[src/hdl/iec_pkg.sv]
// ----------------------------------------------------------------------------
// iec_pkg
// shared types and constants of the serial bus device engine
// ----------------------------------------------------------------------------
package iec_pkg;
	localparam int ATN_BYTES_DEF = 2;
	localparam int PH_W = 5;
	localparam logic [PH_W-1:0] PH_IDLE        = 5'd0;
	localparam logic [PH_W-1:0] PH_ATN_DELAY   = 5'd1;
	localparam logic [PH_W-1:0] PH_ATN_COLLECT = 5'd2;
	localparam logic [PH_W-1:0] PH_RD_READY    = 5'd3;
	localparam logic [PH_W-1:0] PH_RD_EOI_WAIT = 5'd4;
	localparam logic [PH_W-1:0] PH_RD_EOI_ACK  = 5'd5;
	localparam logic [PH_W-1:0] PH_RD_EOI_CLK  = 5'd6;
	localparam logic [PH_W-1:0] PH_RD_BIT_HIGH = 5'd7;
	localparam logic [PH_W-1:0] PH_RD_BIT_LOW  = 5'd8;
	localparam logic [PH_W-1:0] PH_LISTEN_WAIT = 5'd9;
	localparam logic [PH_W-1:0] PH_TURN_WAIT   = 5'd10;
	localparam logic [PH_W-1:0] PH_TURN_D1     = 5'd11;
	localparam logic [PH_W-1:0] PH_TURN_D2     = 5'd12;
	localparam logic [PH_W-1:0] PH_TALK_START  = 5'd13;
	localparam logic [PH_W-1:0] PH_TX_EOI_LOW  = 5'd14;
	localparam logic [PH_W-1:0] PH_TX_EOI_HIGH = 5'd15;
	localparam logic [PH_W-1:0] PH_TX_PRE      = 5'd16;
	localparam logic [PH_W-1:0] PH_TX_BIT1     = 5'd17;
	localparam logic [PH_W-1:0] PH_TX_BIT2     = 5'd18;
	localparam logic [PH_W-1:0] PH_TX_ACK      = 5'd19;
	localparam logic [PH_W-1:0] PH_TALK_END    = 5'd20;

	localparam logic [2:0] EV_NONE = 3'd0;
	localparam logic [2:0] EV_BYTE = 3'd1;
	localparam logic [2:0] EV_BYTE_EOI = 3'd2;
	localparam logic [2:0] EV_CMD = 3'd3;
	localparam logic [2:0] EV_SENT = 3'd4;
	localparam logic [2:0] EV_TIMEOUT = 3'd5;

	localparam logic [1:0] REG_TIMEOUT = 2'd0;
	localparam logic [1:0] REG_EOI_WIN = 2'd1;
	localparam logic [1:0] REG_BIT_DLY = 2'd2;
	localparam logic [1:0] REG_LIMIT   = 2'd3;

	localparam logic [3:0] CMD_LISTEN = 4'h2;
	localparam logic [3:0] CMD_TALK   = 4'h4;
	localparam logic [3:0] SEC_DATA   = 4'h6;
	localparam logic [3:0] SEC_OPEN   = 4'hF;

	typedef struct packed {
		logic [15:0] timeout_ticks;
		logic [15:0] eoi_window_ticks;
		logic [15:0] bit_delay_ticks;
		logic [7:0]  listen_limit;
	} cfg_t;

	typedef struct packed {
		logic       atn;
		logic       clk;
		logic       dat;
		logic       tx_last;
		logic [7:0] tx_byte;
	} tick_t;

	typedef struct packed {
		logic       pull_clk;
		logic       pull_data;
		logic       ready_res;
		logic [2:0] event_res;
		logic [7:0] rx_byte;
		logic [3:0] command_nibble;
		logic [3:0] device_number;
		logic [3:0] sec_addr;
		logic [3:0] secondary_nibble;
		logic       listen_req;
		logic       talk_req;
	} res_t;
endpackage

[src/hdl/iec_cfg.sv]
// ----------------------------------------------------------------------------
// iec_cfg
// configuration register file with plain write port
// ----------------------------------------------------------------------------
module iec_cfg (
	input  logic             clk,
	input  logic             arst_n,
	input  logic             cfg_we,
	input  logic [1:0]       cfg_index,
	input  logic [15:0]      cfg_data,
	output iec_pkg::cfg_t    cfg
);
	iec_pkg::cfg_t cfg_q;
	always_ff @(posedge clk or negedge arst_n) begin
		if (!arst_n) begin
			cfg_q.timeout_ticks <= 16'd20000;
			cfg_q.eoi_window_ticks <= 16'd400;
			cfg_q.bit_delay_ticks <= 16'd160;
			cfg_q.listen_limit <= 8'd32;
		end else if (cfg_we) begin
			unique case (cfg_index)
				iec_pkg::REG_TIMEOUT: cfg_q.timeout_ticks <= cfg_data;
				iec_pkg::REG_EOI_WIN: cfg_q.eoi_window_ticks <= cfg_data;
				iec_pkg::REG_BIT_DLY: cfg_q.bit_delay_ticks <= cfg_data;
				iec_pkg::REG_LIMIT:   cfg_q.listen_limit <= cfg_data[7:0];
			endcase
		end
	end
	assign cfg = cfg_q;
endmodule

[src/hdl/iec_core.sv]
// ----------------------------------------------------------------------------
// iec_core
// bus protocol state machine, one tick per beat
// ----------------------------------------------------------------------------
module iec_core #(
	parameter int ATN_BYTES = iec_pkg::ATN_BYTES_DEF
) (
	input  logic            clk,
	input  logic            arst_n,
	input  logic            step,
	input  iec_pkg::tick_t  tick,
	input  iec_pkg::cfg_t   cfg,
	output iec_pkg::res_t   res
);
	localparam int CW = $clog2(ATN_BYTES + 1);
	localparam int AW = (ATN_BYTES > 1) ? $clog2(ATN_BYTES) : 1;

	logic [iec_pkg::PH_W-1:0] phase_q, phase_d;
	logic [15:0] tick_q, tick_d, tinc;
	logic [7:0]  shift_q, shift_d;
	logic [3:0]  bits_q, bits_d, binc;
	logic [7:0]  atn_q [ATN_BYTES], atn_d [ATN_BYTES];
	logic [CW-1:0] acnt_q, acnt_d;
	logic [7:0]  lcnt_q, lcnt_d;
	logic        eoi_q, eoi_d, dclk_q, dclk_d, ddat_q, ddat_d, rdl_q, rdl_d;
	logic [2:0]  ev;
	logic [7:0]  rx;
	logic        wt_hit, wt_to, dly_done;
	logic        wline, wwant, rd_end, rd_ok;
	logic [7:0]  sec, lcnt_n;
	logic        want_l, want_t;

	assign tinc = tick_q + 16'd1;
	assign binc = bits_q + 4'd1;
	assign sec = (ATN_BYTES > 1) ? atn_q[ATN_BYTES > 1 ? 1 : 0] : 8'd0;
	assign want_l = (sec[7:4] == iec_pkg::SEC_OPEN || sec[7:4] == iec_pkg::SEC_DATA)
		&& atn_q[0][7:4] == iec_pkg::CMD_LISTEN;
	assign want_t = (sec[7:4] == iec_pkg::SEC_OPEN || sec[7:4] == iec_pkg::SEC_DATA)
		&& atn_q[0][7:4] == iec_pkg::CMD_TALK;
	assign wt_hit = (wline == wwant);
	assign wt_to = !wt_hit && (tinc >= cfg.timeout_ticks);
	assign dly_done = tinc >= cfg.bit_delay_ticks;
	assign lcnt_n = (lcnt_q != 8'hFF) ? lcnt_q + 8'd1 : lcnt_q;

	always_comb begin
		wline = tick.clk;
		wwant = 1'b1;
		unique case (phase_q)
			iec_pkg::PH_RD_READY, iec_pkg::PH_TX_EOI_HIGH: begin
				wline = tick.dat;
			end
			iec_pkg::PH_TX_EOI_LOW, iec_pkg::PH_TX_ACK: begin
				wline = tick.dat;
				wwant = 1'b0;
			end
			iec_pkg::PH_RD_EOI_CLK, iec_pkg::PH_RD_BIT_LOW: begin
				wwant = 1'b0;
			end
			default: begin
			end
		endcase
	end

	always_comb begin
		phase_d = phase_q;
		tick_d = wt_hit ? 16'd0 : (wt_to ? 16'd0 : tinc);
		shift_d = shift_q;
		bits_d = bits_q;
		atn_d = atn_q;
		acnt_d = acnt_q;
		lcnt_d = lcnt_q;
		eoi_d = eoi_q;
		dclk_d = dclk_q;
		ddat_d = ddat_q;
		rdl_d = rdl_q;
		ev = iec_pkg::EV_NONE;
		rx = 8'd0;
		rd_end = 1'b0;
		rd_ok = 1'b0;
		unique case (phase_q)
			iec_pkg::PH_IDLE: begin
				tick_d = tick_q;
				ddat_d = 1'b0;
				if (!tick.atn) begin
					tick_d = 16'd0;
					phase_d = iec_pkg::PH_ATN_DELAY;
				end
			end
			iec_pkg::PH_ATN_DELAY: begin
				tick_d = dly_done ? 16'd0 : tinc;
				if (dly_done) begin
					dclk_d = 1'b0;
					ddat_d = 1'b1;
					acnt_d = '0;
					for (int i = 0; i < ATN_BYTES; i++) atn_d[i] = 8'd0;
					phase_d = iec_pkg::PH_ATN_COLLECT;
				end
			end
			iec_pkg::PH_ATN_COLLECT: begin
				tick_d = tick_q;
				if (tick.atn) begin
					ev = iec_pkg::EV_CMD;
					tick_d = 16'd0;
					if (want_t) phase_d = iec_pkg::PH_TURN_WAIT;
					else if (want_l) begin
						lcnt_d = 8'd0;
						phase_d = iec_pkg::PH_LISTEN_WAIT;
					end else begin
						phase_d = iec_pkg::PH_IDLE;
						ddat_d = 1'b0;
						dclk_d = 1'b0;
					end
				end else if (tick.clk && acnt_q < CW'(ATN_BYTES)) begin
					rdl_d = 1'b0;
					ddat_d = 1'b0;
					tick_d = 16'd0;
					phase_d = iec_pkg::PH_RD_READY;
				end
			end
			iec_pkg::PH_RD_READY: begin
				if (wt_hit) phase_d = iec_pkg::PH_RD_EOI_WAIT;
				else if (wt_to) rd_end = 1'b1;
			end
			iec_pkg::PH_RD_EOI_WAIT: begin
				if (!tick.clk) begin
					eoi_d = 1'b0;
					tick_d = 16'd0;
					shift_d = 8'd0;
					bits_d = 4'd0;
					phase_d = iec_pkg::PH_RD_BIT_HIGH;
				end else if (tinc >= cfg.eoi_window_ticks) begin
					eoi_d = 1'b1;
					ddat_d = 1'b1;
					tick_d = 16'd0;
					phase_d = iec_pkg::PH_RD_EOI_ACK;
				end else tick_d = tinc;
			end
			iec_pkg::PH_RD_EOI_ACK: begin
				tick_d = dly_done ? 16'd0 : tinc;
				if (dly_done) begin
					ddat_d = 1'b0;
					phase_d = iec_pkg::PH_RD_EOI_CLK;
				end
			end
			iec_pkg::PH_RD_EOI_CLK: begin
				if (wt_hit) begin
					shift_d = 8'd0;
					bits_d = 4'd0;
					phase_d = iec_pkg::PH_RD_BIT_HIGH;
				end else if (wt_to) rd_end = 1'b1;
			end
			iec_pkg::PH_RD_BIT_HIGH: begin
				if (wt_hit) begin
					shift_d = {tick.dat, shift_q[7:1]};
					phase_d = iec_pkg::PH_RD_BIT_LOW;
				end else if (wt_to) rd_end = 1'b1;
			end
			iec_pkg::PH_RD_BIT_LOW: begin
				if (wt_hit) begin
					bits_d = binc;
					if (binc >= 4'd8) begin
						ddat_d = 1'b1;
						rd_end = 1'b1;
						rd_ok = 1'b1;
					end else phase_d = iec_pkg::PH_RD_BIT_HIGH;
				end else if (wt_to) rd_end = 1'b1;
			end
			iec_pkg::PH_LISTEN_WAIT: begin
				if (wt_hit) begin
					rdl_d = 1'b1;
					ddat_d = 1'b0;
					phase_d = iec_pkg::PH_RD_READY;
				end else if (wt_to) begin
					ev = iec_pkg::EV_TIMEOUT;
					phase_d = iec_pkg::PH_IDLE;
					ddat_d = 1'b0;
					dclk_d = 1'b0;
				end
			end
			iec_pkg::PH_TURN_WAIT: begin
				if (wt_hit || wt_to) begin
					ddat_d = 1'b0;
					phase_d = iec_pkg::PH_TURN_D1;
				end
			end
			iec_pkg::PH_TURN_D1: begin
				tick_d = dly_done ? 16'd0 : tinc;
				if (dly_done) begin
					dclk_d = 1'b1;
					phase_d = iec_pkg::PH_TURN_D2;
				end
			end
			iec_pkg::PH_TURN_D2: begin
				tick_d = dly_done ? 16'd0 : tinc;
				if (dly_done) begin
					dclk_d = 1'b0;
					phase_d = iec_pkg::PH_TALK_START;
				end
			end
			iec_pkg::PH_TALK_START: begin
				dclk_d = 1'b0;
				if (wt_hit) begin
					shift_d = tick.tx_byte;
					eoi_d = tick.tx_last;
					phase_d = tick.tx_last ? iec_pkg::PH_TX_EOI_LOW : iec_pkg::PH_TX_PRE;
				end else if (wt_to) begin
					ev = iec_pkg::EV_TIMEOUT;
					phase_d = iec_pkg::PH_TALK_END;
				end
			end
			iec_pkg::PH_TX_EOI_LOW, iec_pkg::PH_TX_EOI_HIGH: begin
				if (wt_hit) begin
					phase_d = (phase_q == iec_pkg::PH_TX_EOI_LOW) ?
						iec_pkg::PH_TX_EOI_HIGH : iec_pkg::PH_TX_PRE;
				end else if (wt_to) begin
					ev = iec_pkg::EV_TIMEOUT;
					phase_d = iec_pkg::PH_TALK_END;
				end
			end
			iec_pkg::PH_TX_PRE: begin
				tick_d = dly_done ? 16'd0 : tinc;
				if (dly_done) begin
					dclk_d = 1'b1;
					bits_d = 4'd0;
					phase_d = iec_pkg::PH_TX_BIT1;
				end
			end
			iec_pkg::PH_TX_BIT1: begin
				tick_d = dly_done ? 16'd0 : tinc;
				if (dly_done) begin
					ddat_d = !shift_q[0];
					dclk_d = 1'b0;
					phase_d = iec_pkg::PH_TX_BIT2;
				end
			end
			iec_pkg::PH_TX_BIT2: begin
				tick_d = dly_done ? 16'd0 : tinc;
				if (dly_done) begin
					dclk_d = 1'b1;
					ddat_d = 1'b0;
					shift_d = {1'b0, shift_q[7:1]};
					bits_d = binc;
					phase_d = (binc >= 4'd8) ? iec_pkg::PH_TX_ACK : iec_pkg::PH_TX_BIT1;
				end
			end
			iec_pkg::PH_TX_ACK: begin
				if (wt_hit) begin
					ev = iec_pkg::EV_SENT;
					phase_d = eoi_q ? iec_pkg::PH_TALK_END : iec_pkg::PH_TALK_START;
				end else if (wt_to) begin
					ev = iec_pkg::EV_TIMEOUT;
					phase_d = iec_pkg::PH_TALK_END;
				end
			end
			iec_pkg::PH_TALK_END: begin
				tick_d = dly_done ? 16'd0 : tinc;
				if (dly_done) begin
					phase_d = iec_pkg::PH_IDLE;
					ddat_d = 1'b0;
					dclk_d = 1'b0;
				end
			end
			default: begin
				phase_d = iec_pkg::PH_IDLE;
				ddat_d = 1'b0;
				dclk_d = 1'b0;
				tick_d = 16'd0;
			end
		endcase

		if (rd_end) begin
			tick_d = 16'd0;
			if (!rdl_q) begin
				if (!rd_ok) ev = iec_pkg::EV_TIMEOUT;
				if (acnt_q < CW'(ATN_BYTES)) begin
					atn_d[AW'(acnt_q)] = rd_ok ? shift_q : 8'd0;
					acnt_d = acnt_q + CW'(1);
				end
				phase_d = iec_pkg::PH_ATN_COLLECT;
			end else if (!rd_ok) begin
				ev = iec_pkg::EV_TIMEOUT;
				phase_d = iec_pkg::PH_IDLE;
				ddat_d = 1'b0;
				dclk_d = 1'b0;
			end else begin
				lcnt_d = lcnt_n;
				ev = eoi_q ? iec_pkg::EV_BYTE_EOI : iec_pkg::EV_BYTE;
				rx = shift_q;
				if (eoi_q || lcnt_n >= cfg.listen_limit) begin
					phase_d = iec_pkg::PH_IDLE;
					ddat_d = 1'b0;
					dclk_d = 1'b0;
				end else phase_d = iec_pkg::PH_LISTEN_WAIT;
			end
		end
	end

	always_ff @(posedge clk or negedge arst_n) begin
		if (!arst_n) begin
			phase_q <= iec_pkg::PH_IDLE;
			tick_q <= '0;
			shift_q <= '0;
			bits_q <= '0;
			for (int i = 0; i < ATN_BYTES; i++) atn_q[i] <= '0;
			acnt_q <= '0;
			lcnt_q <= '0;
			eoi_q <= 1'b0;
			dclk_q <= 1'b0;
			ddat_q <= 1'b0;
			rdl_q <= 1'b0;
		end else if (step) begin
			phase_q <= phase_d;
			tick_q <= tick_d;
			shift_q <= shift_d;
			bits_q <= bits_d;
			atn_q <= atn_d;
			acnt_q <= acnt_d;
			lcnt_q <= lcnt_d;
			eoi_q <= eoi_d;
			dclk_q <= dclk_d;
			ddat_q <= ddat_d;
			rdl_q <= rdl_d;
		end
	end

	logic [7:0] sec_d;
	assign sec_d = (ATN_BYTES > 1) ? atn_d[ATN_BYTES > 1 ? 1 : 0] : 8'd0;

	always_comb begin
		res.pull_clk = dclk_d;
		res.pull_data = ddat_d;
		res.ready_res = (phase_d == iec_pkg::PH_IDLE);
		res.event_res = ev;
		res.rx_byte = rx;
		res.command_nibble = atn_d[0][7:4];
		res.device_number = atn_d[0][3:0];
		res.sec_addr = sec_d[3:0];
		res.secondary_nibble = sec_d[7:4];
		res.listen_req = (sec_d[7:4] == iec_pkg::SEC_OPEN || sec_d[7:4] == iec_pkg::SEC_DATA)
			&& atn_d[0][7:4] == iec_pkg::CMD_LISTEN;
		res.talk_req = (sec_d[7:4] == iec_pkg::SEC_OPEN || sec_d[7:4] == iec_pkg::SEC_DATA)
			&& atn_d[0][7:4] == iec_pkg::CMD_TALK;
	end

`ifndef ASSERT_OFF
	a_cnt: assert property (@(posedge clk) disable iff (!arst_n)
		acnt_q <= CW'(ATN_BYTES)) else $error("atn count overflow");
	a_idle_rel: assert property (@(posedge clk) disable iff (!arst_n)
		(step && phase_q != iec_pkg::PH_IDLE && phase_d == iec_pkg::PH_IDLE)
		|=> !dclk_q) else $error("clk held at idle");
	a_phase: assert property (@(posedge clk) disable iff (!arst_n)
		phase_q <= iec_pkg::PH_TALK_END) else $error("bad phase");
	a_rx: assert property (@(posedge clk) disable iff (!arst_n)
		(ev != iec_pkg::EV_BYTE && ev != iec_pkg::EV_BYTE_EOI) |-> rx == 8'd0)
		else $error("rx without byte");
`endif
endmodule

[src/hdl/iec_serial_bus_device_engine.sv]
// ----------------------------------------------------------------------------
// iec_serial_bus_device_engine
// device side of the serial bus, one tick per input beat
// ----------------------------------------------------------------------------
// each input beat is one 0.5 us tick: s_tdata {data,clk,atn} levels in bits
// 2:0, tx_byte in 10:3, s_tuser carries tx_last (byte to send while talking).
// each accepted beat yields exactly one output beat with the open-drain pulls,
// ready flag, event code, received byte and the decoded command fields.
// throughput: one beat per cycle unless stalled; the protocol state update
// is a single pass over the state register; the output beat is registered.
// s_tready stays high while the output register is empty or being taken, so a
// stalled receiver holds the output beat and stops input after one beat.
// reset: all phases idle, lines released, configuration at defaults.
// configuration writes (cfg_we, cfg_index, cfg_data) take effect next cycle.
// ----------------------------------------------------------------------------
module iec_serial_bus_device_engine #(
	parameter int ATN_BYTES = iec_pkg::ATN_BYTES_DEF
) (
	input  logic        clk,
	input  logic        arst_n,
	input  logic        s_tvalid,
	output logic        s_tready,
	input  logic [15:0] s_tdata,  // atn_level, clk_level, data_level, tx_byte, zero pad
	input  logic        s_tuser,  // tx_last
	output logic        m_tvalid,
	input  logic        m_tready,
	output logic [31:0] m_tdata,  // pull_clk, pull_data, ready_res, event_res, rx_byte,
	                              // command_nibble, device_number, sec_addr,
	                              // secondary_nibble, listen_req, talk_req
	input  logic        cfg_we,
	input  logic [1:0]  cfg_index,
	input  logic [15:0] cfg_data
);
	iec_pkg::cfg_t  cfg;
	iec_pkg::tick_t tick;
	iec_pkg::res_t  res, res_q;
	logic           step, vld_q;

	assign s_tready = !vld_q || m_tready;
	assign step = s_tvalid && s_tready;
	assign tick.atn = s_tdata[0];
	assign tick.clk = s_tdata[1];
	assign tick.dat = s_tdata[2];
	assign tick.tx_byte = s_tdata[10:3];
	assign tick.tx_last = s_tuser;

	iec_cfg u_cfg (
		.clk(clk), .arst_n(arst_n), .cfg_we(cfg_we), .cfg_index(cfg_index),
		.cfg_data(cfg_data), .cfg(cfg)
	);

	iec_core #(.ATN_BYTES(ATN_BYTES)) u_core (
		.clk(clk), .arst_n(arst_n), .step(step), .tick(tick), .cfg(cfg), .res(res)
	);

	always_ff @(posedge clk or negedge arst_n) begin
		if (!arst_n) begin
			vld_q <= 1'b0;
		end else if (s_tready) begin
			vld_q <= s_tvalid;
		end
	end

	always_ff @(posedge clk) begin
		if (step) begin
			res_q <= res;
		end
	end

	assign m_tvalid = vld_q;
	assign m_tdata = {res_q.talk_req, res_q.listen_req, res_q.secondary_nibble,
		res_q.sec_addr, res_q.device_number, res_q.command_nibble,
		res_q.rx_byte, res_q.event_res, res_q.ready_res, res_q.pull_data,
		res_q.pull_clk};
endmodule

[config.mk]
export PLATFORM = sky130hd
export DESIGN_NAME = iec_serial_bus_device_engine
export DESIGN_NICKNAME = d
export VERILOG_FILES = /design/src/hdl/iec_pkg.sv /design/src/hdl/iec_cfg.sv /design/src/hdl/iec_core.sv /design/src/hdl/iec_serial_bus_device_engine.sv
export SDC_FILE = /design/constraint.sdc
export NUM_CORES = 1
export LEC_CHECK = 0
export ABC_AREA = 1
export CORE_UTILIZATION = 58
export DETAILED_ROUTE_END_ITERATION = 8
export DONT_BUFFER_PORTS = 1
export PLACE_DENSITY_LB_ADDON = 0.2
export SLEW_MARGIN = 20
export SYNTH_ARGS = -nofsm -noshare
export SYNTH_HDL_FRONTEND = slang
export SYNTH_SLANG_ARGS = --single-unit
[constraint.sdc]
create_clock -name clk -period 3.7 [get_ports clk]
set_input_delay 0.74 -clock clk [delete_from_list [all_inputs] [get_ports clk]]
set_output_delay 0.74 -clock clk [all_outputs]
set_load 0.01 [all_outputs]
==> results of run 1 <==
==> timing repair <==
item,CTS,global route
endpoints found under the hold margin,38,0
hold buffers,2,0
resized for setup,45,172
pin swaps,24,61
buffers inserted,8,19
gates cloned,1,2
setup endpoints to repair,75,77
==> per-stage QoR <==
stage / cells / setup slack, ns / power [uW] / util
after floorplan: 1236 / 0.0521 / 3790 / -
after global placement: 1487 / -0.211 / 4690 / 0.636
after detailed placement: 1487 / -0.273 / 4720 / 0.636
after CTS: 1530 / -0.0919 / 6620 / 0.691
after global routing: 1551 / -0.351 / 7500 / 0.741
final: 1551 / -0.172 / 7100 / 0.741
==> layer usage <==
layer,vias up,GRT usage,routed length [um]
met5,-,0,0
met1,4279,0.425,11700
li1,4213,-,-
met2,329,0.542,13500
met3,74,0.0521,1630
met4,0,0.131,996
==> power groups by stage <==
stage	Combinational (uW)	Clock (uW)	Sequential [uW]
CTS	2450	1770	2410
finish	2910	1760	2430
detailed placement	2290	0	2430
floorplan	1480	0	2310
global placement	2270	0	2420
global route	3200	1830	2470
==> cell families (layout without fill, tap and decap cells) <==
logic type / after synthesis / in the layout / share of synthesized area
adders and majority gates: 59 / 59 / 0.0777
and+or+nand+nor: 560 / 561 / 0.266
DFF: 152 / 152 / 0.419
buffers and inverters: 221 / 319 / 0.0919
xor gates and xnor gates: 15 / 15 / 0.0138
AOI/OAI and AO/OA: 229 / 229 / 0.132
==> area by class of cell <==
class | count | area (um^2)
Multi-Input combinational cell | 864 | 5380
Fill cell | 1162 | 4130
Clock buffer | 21 | 482
Inverter | 191 | 734
Sequential cell | 152 | 3980
Tap cell | 216 | 270
Clock inverter | 11 | 108
Timing Repair Buffer | 96 | 858
==> flip-flops by register name (all words and copies together), names as in the netlist, 2 cells and up <==
| name | cells |
|---|---|
| m_tdata | 32 |
| u_cfg.cfg | 56 |
| u_core.acnt_q | 2 |
| u_core.atn_q | 8 |
| u_core.bits_q | 4 |
| u_core.lcnt_q | 8 |
| u_core.phase_q | 5 |
| u_core.sec | 8 |
| u_core.shift_q | 8 |
| u_core.tick_q | 16 |
==> path summary, 6_finish.rpt <==
path                                    end  slack, ns             start
setup / recovery                 m_tdata[2]      -0.17  u_core.tick_q[0]
hold / removal                u_core.sec[6]       0.02            arst_n
setup reg to reg                 m_tdata[2]      -0.17  u_core.tick_q[0]
hold reg to reg            u_core.bits_q[2]       0.48  u_core.bits_q[2]
max in group asynchronous     u_cfg.cfg[22]       2.65            arst_n
min in group clk              u_cfg.cfg[54]       0.45      cfg_data[14]
==> Yosys cell counts (all sizes together) (4+ instances only) <==
| cell | number |
|---|---|
| ha | 59 |
| a21o | 4 |
| o31ai | 4 |
| a21oi | 42 |
| o211ai | 5 |
| xor2 | 13 |
| a31oi | 14 |
| dfstp | 11 |
| o22ai | 8 |
| dfrtp | 109 |
| nand2 | 321 |
| nor3 | 10 |
| inv | 190 |
| nor4 | 4 |
| o21ai | 142 |
| clkbuf | 16 |
| nor2 | 130 |
| edfxtp | 32 |
| buf | 14 |
| nand4 | 18 |
| nand3 | 72 |
==> results by group, run 1 <==
Cells and area
  • Most frequent cells in the layout: nand2_1, inv_1, dfrtp_1
  • Most common cell after layout, fill and taps aside: nand2_1
  • Area Growth Syn to Fin: 24.4%
  • Total Nets Final: 1421
  • Share of cells above drive strength 1: 0.238
  • Diode count: 0
  • Final Instance Area: roughly 12000 um^2

Power
  • Pwr Density: 601 nW/um^2
  • P_sw: about 2800 uW
  • Combinational Power Share: 0.410
  • Sequential power share: 0.342
  • Static Leakage: ~0.0059 uW
  • Max VDD drop: 463 uV
  • Clock network power share: 0.247
  • Sw Ratio: 0.401
  • Internal power: 4250 uW

STA
  • Max frequency: 258 MHz
  • Final Hold Fails: 0
  • Minimum clock period: a little under 4 ns
  • Final period util: 1.05
  • Final setup vio count: 41
  • Clock skew: 0.0113 ns
  • RSZ-0062 raised after global routing: true
  • Slew HR: 0.304
  • Worst setup margin: -0.172 ns
  • Worst hold slack: 0.0162 ns
  • Post-route setup TNS: -2.64 ns
  • Worst-margin pin slew: 1.04 ns
  • Final Max Tran Viols: 0

Floorplanning
  • Die height: 130 um
  • Core ar.: 15900 um^2
  • Starting Density: 0.596
  • Ports: between 70 and 80
  • Die Wd: 130 um
  • DIE AREA: 16900 um^2
  • Row count: 46

Logic synthesis
  • Synthesized area per cell: 7.69 um^2
  • Top cells by area, synth: dfrtp_1, nand2_1, edfxtp_1
  • Post-Syn Instances: around 1200
  • Synthesized area: 9500 um^2
  • Yosys top cell by area: dfrtp_1
  • Post-synth ARST share: 0.789
  • Syn Nets: about 1300
  • Yosys warnings: 0
  • Post-synth EDFFs: 32
  • Sequential element share of the synthesized area: 0.419
  • Ys flop type: dfrtp_1
  • Synthesis-stage register bit count: 152
  • Yosys cell types: 48
  • Synth top area share: 0.287

GRT
  • Vias in the first global route: a little over 8000
  • Grt ovf: 0
  • First-pass GRT wire length: 41.6 mm
  • Maximum number of pins on one net before global-route repair: 78
  • GR Util All Layers: 0.326
  • Antenna violations before repair: 0

Route
  • Vias post-DR: 8895
  • # DRC: 0
  • WL final: 27.8 mm
  • Routed Antenna Nets: 0
  • Initial DRC Count: about 850
  • Router iterations before antenna repair: 5
  • Post-DR wirelength/cell: 18.0 um
  • Vias per std cell: between 5 and 6

Min path
  • Worst Hold Class: input port to asynchronous set/reset pin

Clocking
  • Clock transition at the registers of the reported paths: 0.06 ns
  • TritonCTS clock tree: built
  • Root Buffer: clkbuf_16
  • Clk buf depth: 2
  • Clk sink count: 152
  • Skew-Pair Late Insertion Delay: 0.43 ns
  • CTS H-Tree Depth: 4
  • CTS Buf Count: 17

Status
  • Status: complete, but fails checks
  • Failing checks: setup timing

Setup path
  • Crit path launch type: flip-flop
  • CP Depth: 25
  • WP data arrival: ~4.2 ns
  • Crit path max-delay cell type: dfrtp_1
  • Worst r2r path cells: 25
  • Max stage delay on crit path: 0.39 ns
  • Critical setup path kind: flip-flop to flip-flop
  • Critical path endpoint category: flip-flop
  • Critical Path Most Common Cell: nor2_4
  • Worst path required time: between 3 and 4 ns
  • Crit path max-delay family: simple AND/OR/NAND/NOR gates
  • Crit Path Max Fanout: 5
  • Buf/Inv on CP: 4

Placed design
  • Post-DP HPWL: 18.1 mm
  • Placer Congestion: 0.984
  • IO Port Bufs: 0
  • Post-DP Area: approximately 10000 um^2

Job
  • Max-cap violations: 0
(Power assumes the default switching activity.)
==> run 2: changes to the inputs <==
--- a/config.mk
+++ b/config.mk
@@ -9,6 +9,8 @@
 export CORE_UTILIZATION = 58
 export DETAILED_ROUTE_END_ITERATION = 8
 export DONT_BUFFER_PORTS = 1
+export HOLD_SLACK_MARGIN = 0.15
+export MAX_ROUTING_LAYER = met4
 export PLACE_DENSITY_LB_ADDON = 0.2
 export SLEW_MARGIN = 20
 export SYNTH_ARGS = -nofsm -noshare
==> results by group, run 2 (synthesized netlist as in run 1, its figures left out) <==
Placed design
  • Post-DP Area: 10100 um^2 (-0.27%)
  • Placer Congestion: 1.02 (+3.2%)
  • Post-DP HPWL: 18.5 mm (+2.1%)
  • IO Port Bufs: 0 (unchanged)
  • Dpl cells: 1485 (-0.13%)

Setup path
  • Critical setup path kind: flip-flop to flip-flop
  • Crit Path Max Fanout: 3 (-2)
  • Critical path endpoint category: flip-flop
  • Crit path launch type: flip-flop
  • Worst path required time: 4.04 ns (+0.06 ns)
  • Setup slack, reg-to-reg: -0.19 ns (-0.02 ns)
  • WP data arrival: 4.23 ns (+0.08 ns)

Floorplanning
  • Starting Density: 0.596 (unchanged)
  • Die height: 130 um (unchanged)
  • DIE AREA: 16900 um^2 (unchanged)
  • Die Wd: 130 um (unchanged)
  • Core ar.: 15900 um^2 (unchanged)
  • Row count: 46 (unchanged)
  • Ports: 74 (unchanged)

GRT
  • Maximum number of pins on one net before global-route repair: 110 (+41%)
  • Grt ovf: 0 (unchanged)
  • GR Util All Layers: 0.339 (+0.0135)
  • Vias in the first global route: 8176 (-0.086%)
  • Antenna violations before repair: 0 (unchanged)
  • First-pass GRT wire length: 41.8 mm (+0.35%)

Cells and area
  • Largest register FFs: 56 (unchanged)
  • Most common cell after layout, fill and taps aside: nand2_1
  • Total Nets Final: 1421 (unchanged)
  • # fillers: 1159 (-0.26%)
  • Multi-input gate area: 5210 um^2 (-3.2%)
  • Area Growth Syn to Fin: 22.9%
  • Most frequent cells in the layout: nand2_1, inv_1, o21ai_0
  • Diode count: 0 (unchanged)
  • Share of cells above drive strength 1: 0.217 (-0.0210)
  • Register area: 3980 um^2 (unchanged)
  • Final Instance Area: 11700 um^2 (-1.2%)
  • Final Non-Filler Cells: 1551 (unchanged)

STA
  • Final Hold Fails: 0 (unchanged)
  • Worst setup margin: -0.189 ns (-0.0168 ns)
  • Minimum clock period: 3.89 ns (+0.0168 ns)
  • Worst-margin pin slew: 1.15 ns (+0.110 ns)
  • Post-route setup TNS: -2.06 ns (+0.579 ns)
  • Final period util: 1.05 (+0.00453)
  • Worst hold slack: 0.182 ns (+0.166 ns)
  • Clock skew: 0.0113 ns (-0.0000434 ns)
  • Final Max Tran Viols: 0 (unchanged)
  • Slew HR: 0.228 (-0.0754)
  • Final setup vio count: 26 (-37%)
  • RSZ-0062 raised after global routing: true
  • Max frequency: 257 MHz (-0.43%)

Power
  • Pwr Total: 7090 uW (-0.14%)
  • Static Leakage: 0.00583 uW (-0.98%)
  • Pwr Density: 607 nW/um^2 (+1.1%)
  • Max VDD drop: 433 uV (-6.5%)

Route
  • Wl on met1: 11.5 mm (-1.4%)
  • Routed Antenna Nets: 0 (unchanged)
  • Vias post-DR: 8880 (-0.17%)
  • Post-DR wirelength/cell: 18.1 um (+1.0%)
  • Vias per std cell: 5.73 (-0.17%)
  • Length of routed met2 wiring: 13.8 mm (+1.8%)
  • WL final: 28.1 mm (+1.0%)
  • Router iterations before antenna repair: 5 (unchanged)
  • Top layer in use: met4
  • # DRC: 0 (unchanged)
  • WL met3: 1.60 mm (-2.1%)
  • Initial DRC Count: 856 (+1.1%)

Clocking
  • Clock transition at the registers of the reported paths: 0.06 ns (about the same)
  • CTS H-Tree Depth: 4 (unchanged)
  • CTS Buf Count: 17 (unchanged)
  • Clk sink count: 152 (unchanged)
  • Clk buf depth: 2 (unchanged)
  • Root Buffer: clkbuf_16
  • TritonCTS clock tree: built
  • Skew-Pair Late Insertion Delay: 0.44 ns (about the same)

Min path
  • Worst Hold Class: input port to asynchronous set/reset pin

Status
  • Failing checks: setup timing
  • Status: complete, but fails checks

Job
  • Max-cap violations: 0 (unchanged)
run 2: cell count changes in the layout (fill, tap and decap cells not counted), moves of 3 or more:
cell,before,now
nand2_1,268,279
nand2_2,41,30
o21ai_0,105,114
o21ai_2,20,14
nand3_2,17,22
inv_1,175,179
inv_4,8,4
nand3_4,10,6
a21oi_2,8,5
ha_1,52,55
ha_4,6,3
nor2_4,15,12
o21ai_1,15,12
run 2: per-layer routing:
layer,up-vias,global-route usage
li1,4214,-
met1,4166,0.412
met2,387,0.561
met3,113,0.0578
met4,0,0.135
met5,-,-
run 2: final timing paths:
path,startpoint,to,cells past startpoint
min reg2reg,u_core.bits_q[2],u_core.bits_q[2],1
max reg2reg,u_core.tick_q[1],u_core.phase_q[0],23
max in group asynchronous,arst_n,u_cfg.cfg[5],1
max,u_core.tick_q[1],u_core.phase_q[0],23
min,arst_n,u_core.bits_q[1],1
min in group clk,cfg_data[14],u_cfg.cfg[54],2
run 2: critical path: stages (launching register included):
cell	delay, ns
dfrtp_1	0.38
ha_2	0.20
nand3_2	0.07
nor2_1	0.09
inv_1	0.05
nor2_1	0.11
nand3_1	0.11
nor3_2	0.19
nand3_2	0.13
nand3b_1	0.22
xnor2_2	0.27
ha_1	0.29
nand2_2	0.12
o21a_1	0.23
nand3_4	0.15
buf_4	0.18
buf_4	0.13
o21ai_0	0.17
a21boi_1	0.11
nand3_1	0.10
nand2_1	0.08
buf_4	0.14
buf_4	0.12
a22oi_1	0.15
run 2: final cells by class:
| type | count | share of cell area |
|---|---|---|
| multi-input combinational | 863 | 0.447 |
| clock buffer | 21 | 0.0422 |
| clock inverter | 11 | 0.00922 |
| timing repair buffer | 97 | 0.0756 |
| inverter | 191 | 0.0623 |
| tap | 216 | 0.0232 |
| sequential | 152 | 0.341 |
run 2: stage by stage:
stage	setup slack [ns]	utilization
2_1_floorplan	0.0521	-
3_3_place_gp	-0.202	0.634
3_5_place_dp	-0.247	0.634
4_1_cts	-0.0152	0.691
5_1_grt	-0.477	0.732
6_report	-0.189	0.732
run 2: what timing repair did:
item | CTS | global route
endpoints found under the setup margin | 73 | 77
gates cloned | 0 | 2
buffers inserted | 12 | 20
pin swaps | 17 | 62
hold buffers | 2 | 0
gates resized for setup | 37 | 131
endpoints found under the hold margin | 109 | 0
run 2: power by group:
group	internal, uW	switching, uW	leakage, uW	total [uW]
Sequential	2110	303	0.00181	2420
Combinational	1100	1780	0.00373	2880
Clock	1030	756	0.000291	1790
Total	4250	2840	0.00583	7090
==> run 3: changes to the inputs <==
--- a/config.mk
+++ b/config.mk
@@ -6,7 +6,8 @@
 export NUM_CORES = 1
 export LEC_CHECK = 0
 export ABC_AREA = 1
-export CORE_UTILIZATION = 58
+export CORE_UTILIZATION = 60
+export CTS_BUF_LIST = sky130_fd_sc_hd__clkbuf_4
 export DETAILED_ROUTE_END_ITERATION = 8
 export DONT_BUFFER_PORTS = 1
 export HOLD_SLACK_MARGIN = 0.15
==> results by group, run 3 (synthesized netlist as in run 1, its figures left out) <==
STA
  • RSZ-0062 raised after global routing: true
  • Final setup vio count: 30 (+15%)
  • Final Max Tran Viols: 0 (unchanged)
  • Worst setup margin: -0.106 ns (+0.0833 ns)
  • Slew HR: 0.307 (+0.0791)
  • Clock skew: 0.0290 ns (+0.0177 ns)
  • Worst-margin pin slew: 1.04 ns (-0.116 ns)
  • Max frequency: 263 MHz (+2.2%)
  • Final period util: 1.03 (-0.0225)
  • Final Hold Fails: 0 (unchanged)
  • Minimum clock period: 3.81 ns (-0.0833 ns)

Floorplanning
  • DIE AREA: 16300 um^2 (-3.3%)
  • Die height: 128 um (-1.7%)
  • Row count: 45 (-2.2%)
  • Core ar.: 15300 um^2 (-3.9%)
  • Starting Density: 0.620 (+0.0244)
  • Die Wd: 128 um (-1.7%)
  • Ports: 74 (unchanged)

GRT
  • Grt ovf: 0 (unchanged)
  • First-pass GRT wire length: 39.0 mm (-6.7%)
  • Maximum number of pins on one net before global-route repair: 121 (+10%)
  • GR Util All Layers: 0.320 (-0.0190)
  • Vias in the first global route: 7657 (-6.3%)
  • Antenna violations before repair: 1 (+1)

Clocking
  • Clk sink count: 152 (unchanged)
  • Root Buffer: clkbuf_4
  • Clk buf depth: 2 (unchanged)
  • Skew-Pair Late Insertion Delay: 0.59 ns (+0.15 ns)
  • CTS Buf Count: 17 (unchanged)
  • Clock transition at the registers of the reported paths: 0.15 ns (+0.09 ns)
  • CTS H-Tree Depth: 4 (unchanged)
  • TritonCTS clock tree: built

Cells and area
  • Largest register FFs: 56 (unchanged)
  • Final Instance Area: 11200 um^2 (-4.4%)
  • Most common cell after layout, fill and taps aside: nand2_1
  • Most frequent cells in the layout: nand2_1, inv_1, o21ai_0
  • Total Nets Final: 1403 (-1.3%)
  • Share of cells above drive strength 1: 0.198 (-0.0191)
  • Multi-input gate area: 5180 um^2 (-0.60%)
  • Final Util: 0.728 (-0.00388)
  • Final Non-Filler Cells: 1529 (-1.4%)
  • Register area: 3980 um^2 (unchanged)
  • # fillers: 1215 (+4.8%)
  • Area Growth Syn to Fin: 17.4%

Route
  • Vias per std cell: 5.68 (-0.86%)
  • WL final: 25.8 mm (-8.4%)
  • Router iterations before antenna repair: 8 (+3)
  • Vias post-DR: 8679 (-2.3%)
  • Routed Antenna Nets: 0 (unchanged)
  • Initial DRC Count: 768 (-10%)
  • Post-DR wirelength/cell: 16.9 um (-7.1%)
  • # DRC: 0 (unchanged)

Setup path
  • Buf/Inv on CP: 2 (-3)
  • Crit Path Max Fanout: 6 (+3)
  • Critical path endpoint category: flip-flop
  • Cell Chain, Critical Path: ha_2 > nand3_4 > nor2_1 > inv_1 > nor2_1 > nand3_1 > nor3_2 > nand3_2 > nand3b_1 > xnor2_2 > ha_1 > nand2_2 > nor4_4 > nand2_2 > nand3_4 > nand2_8 > nand2_8 > nand4_4 > inv_4 > nand2_1 > nand2_2 > nor2_4 > nand2_1 > nor2_1
  • FF-to-FF Start: u_core.tick_q[0]
  • Critical setup path kind: flip-flop to flip-flop
  • Crit path max-delay cell type: dfrtp_1
  • Crit path max-delay family: simple AND/OR/NAND/NOR gates
  • RR Endpoint: m_tdata[30]
  • Max stage delay on crit path: 0.40 ns (+0.02 ns)
  • Crit path launch type: flip-flop
  • Worst path required time: 4.04 ns (about the same)
  • Worst r2r path cells: 24 (+4.3%)
  • Setup slack, reg-to-reg: -0.11 ns (+0.08 ns)
  • WP data arrival: 4.15 ns (-0.08 ns)

Power
  • Sw Ratio: 0.431 (+0.0296)
  • Combinational Power Share: 0.426 (+0.019)
  • Internal power: 3470 uW (-18%)
  • Pwr Density: 546 nW/um^2 (-10%)
  • Max VDD drop: 365 uV (-16%)
  • Clock network power share: 0.180 (-0.072)
  • Static Leakage: 0.00551 uW (-5.4%)
  • Sequential power share: 0.394 (+0.053)
  • P_sw: 2620 uW (-7.8%)

Placed design
  • Dpl cells: 1477 (-0.54%)
  • DP Worst Slack: -0.164 ns (+0.0831 ns)
  • Post-DP HPWL: 18.2 mm (-1.9%)
  • IO Port Bufs: 0 (unchanged)
  • Placer Congestion: 0.991 (-2.4%)
  • Post-DP Area: 10100 um^2 (-0.16%)

Min path
  • Worst Hold Class: input port to flip-flop
  • Worst Hold End: u_cfg.cfg[51]
  • Hold Path Depth: 2
  • HP Start: cfg_data[11]

Status
  • Failing checks: setup timing
  • Status: complete, but fails checks

Job
  • Max-cap violations: 0 (unchanged)
-- run 3: cell types whose count changed in the layout (fill, tap and decap cells not counted), sizes merged --
| cell | change |
|---|---|
| buf | -19 |
| bufinv | +1 |
| clkbuf | -4 |
| diode | +1 |
| inv | +2 |
| nand4 | +2 |
-- run 3: timing repair --
action | CTS | global route
hold buffers | 2 | 0
cloned | 1 | 2
setup buffers | 5 | 10
resized for setup | 23 | 108
endpoints found under the hold margin | 120 | 0
endpoints found under the setup margin | 66 | 77
pin swaps | 18 | 58
-- run 3: cell type report --
class / instances / share of cell area
flip-flops and latches: 152 / 0.357
well taps: 211 / 0.0237
clock inverters: 14 / 0.0142
clock buffers: 18 / 0.0121
inverters: 191 / 0.0651
repair buffers: 77 / 0.0633
multi-input cells: 865 / 0.465
diodes: 1 / 0.000224
-- run 3: power by group through the flow --
stage / Clock [uW] / Sequential, uW / Combinational [uW]
floorplan: 0 / 2310 / 1480
global placement: 0 / 2410 / 2210
detailed placement: 0 / 2420 / 2230
CTS: 1100 / 2380 / 2320
global route: 1170 / 2440 / 2870
finish: 1100 / 2400 / 2590
-- run 3: through the flow --
step                power, uW  setup TNS, ns  hold slack [ns]
floorplan                3790              0            0.444
global placement         4620         -0.750            0.447
detailed placement       4650          -3.54            0.448
CTS                      5810              0            0.285
global route             6470         -10.91            0.282
finish                   6090          -1.27            0.289
-- run 3: worst max path at each step --
| stage | start | end | slack, ns | cells after the start |
|---|---|---|---|---|
| 2_1_floorplan | u_core.tick_q[0] | m_tdata[30] | 0.05 | 25 |
| 3_3_place_gp | u_core.tick_q[2] | m_tdata[1] | -0.10 | 24 |
| 3_5_place_dp | u_core.tick_q[0] | m_tdata[31] | -0.16 | 23 |
| 4_1_cts | u_core.tick_q[0] | m_tdata[1] | 0.0004 | 24 |
| 5_1_grt | u_core.tick_q[0] | m_tdata[30] | -0.34 | 23 |
| 6_report | u_core.tick_q[0] | m_tdata[30] | -0.11 | 24 |
-- run 3: routing by layer --
metal	vias to the layer above	routed length (um)	global-route usage
met5	-	0	-
met4	0	530	0.0851
met3	46	1720	0.0576
met2	292	11800	0.470
met1	4157	11700	0.456
li1	4184	-	-
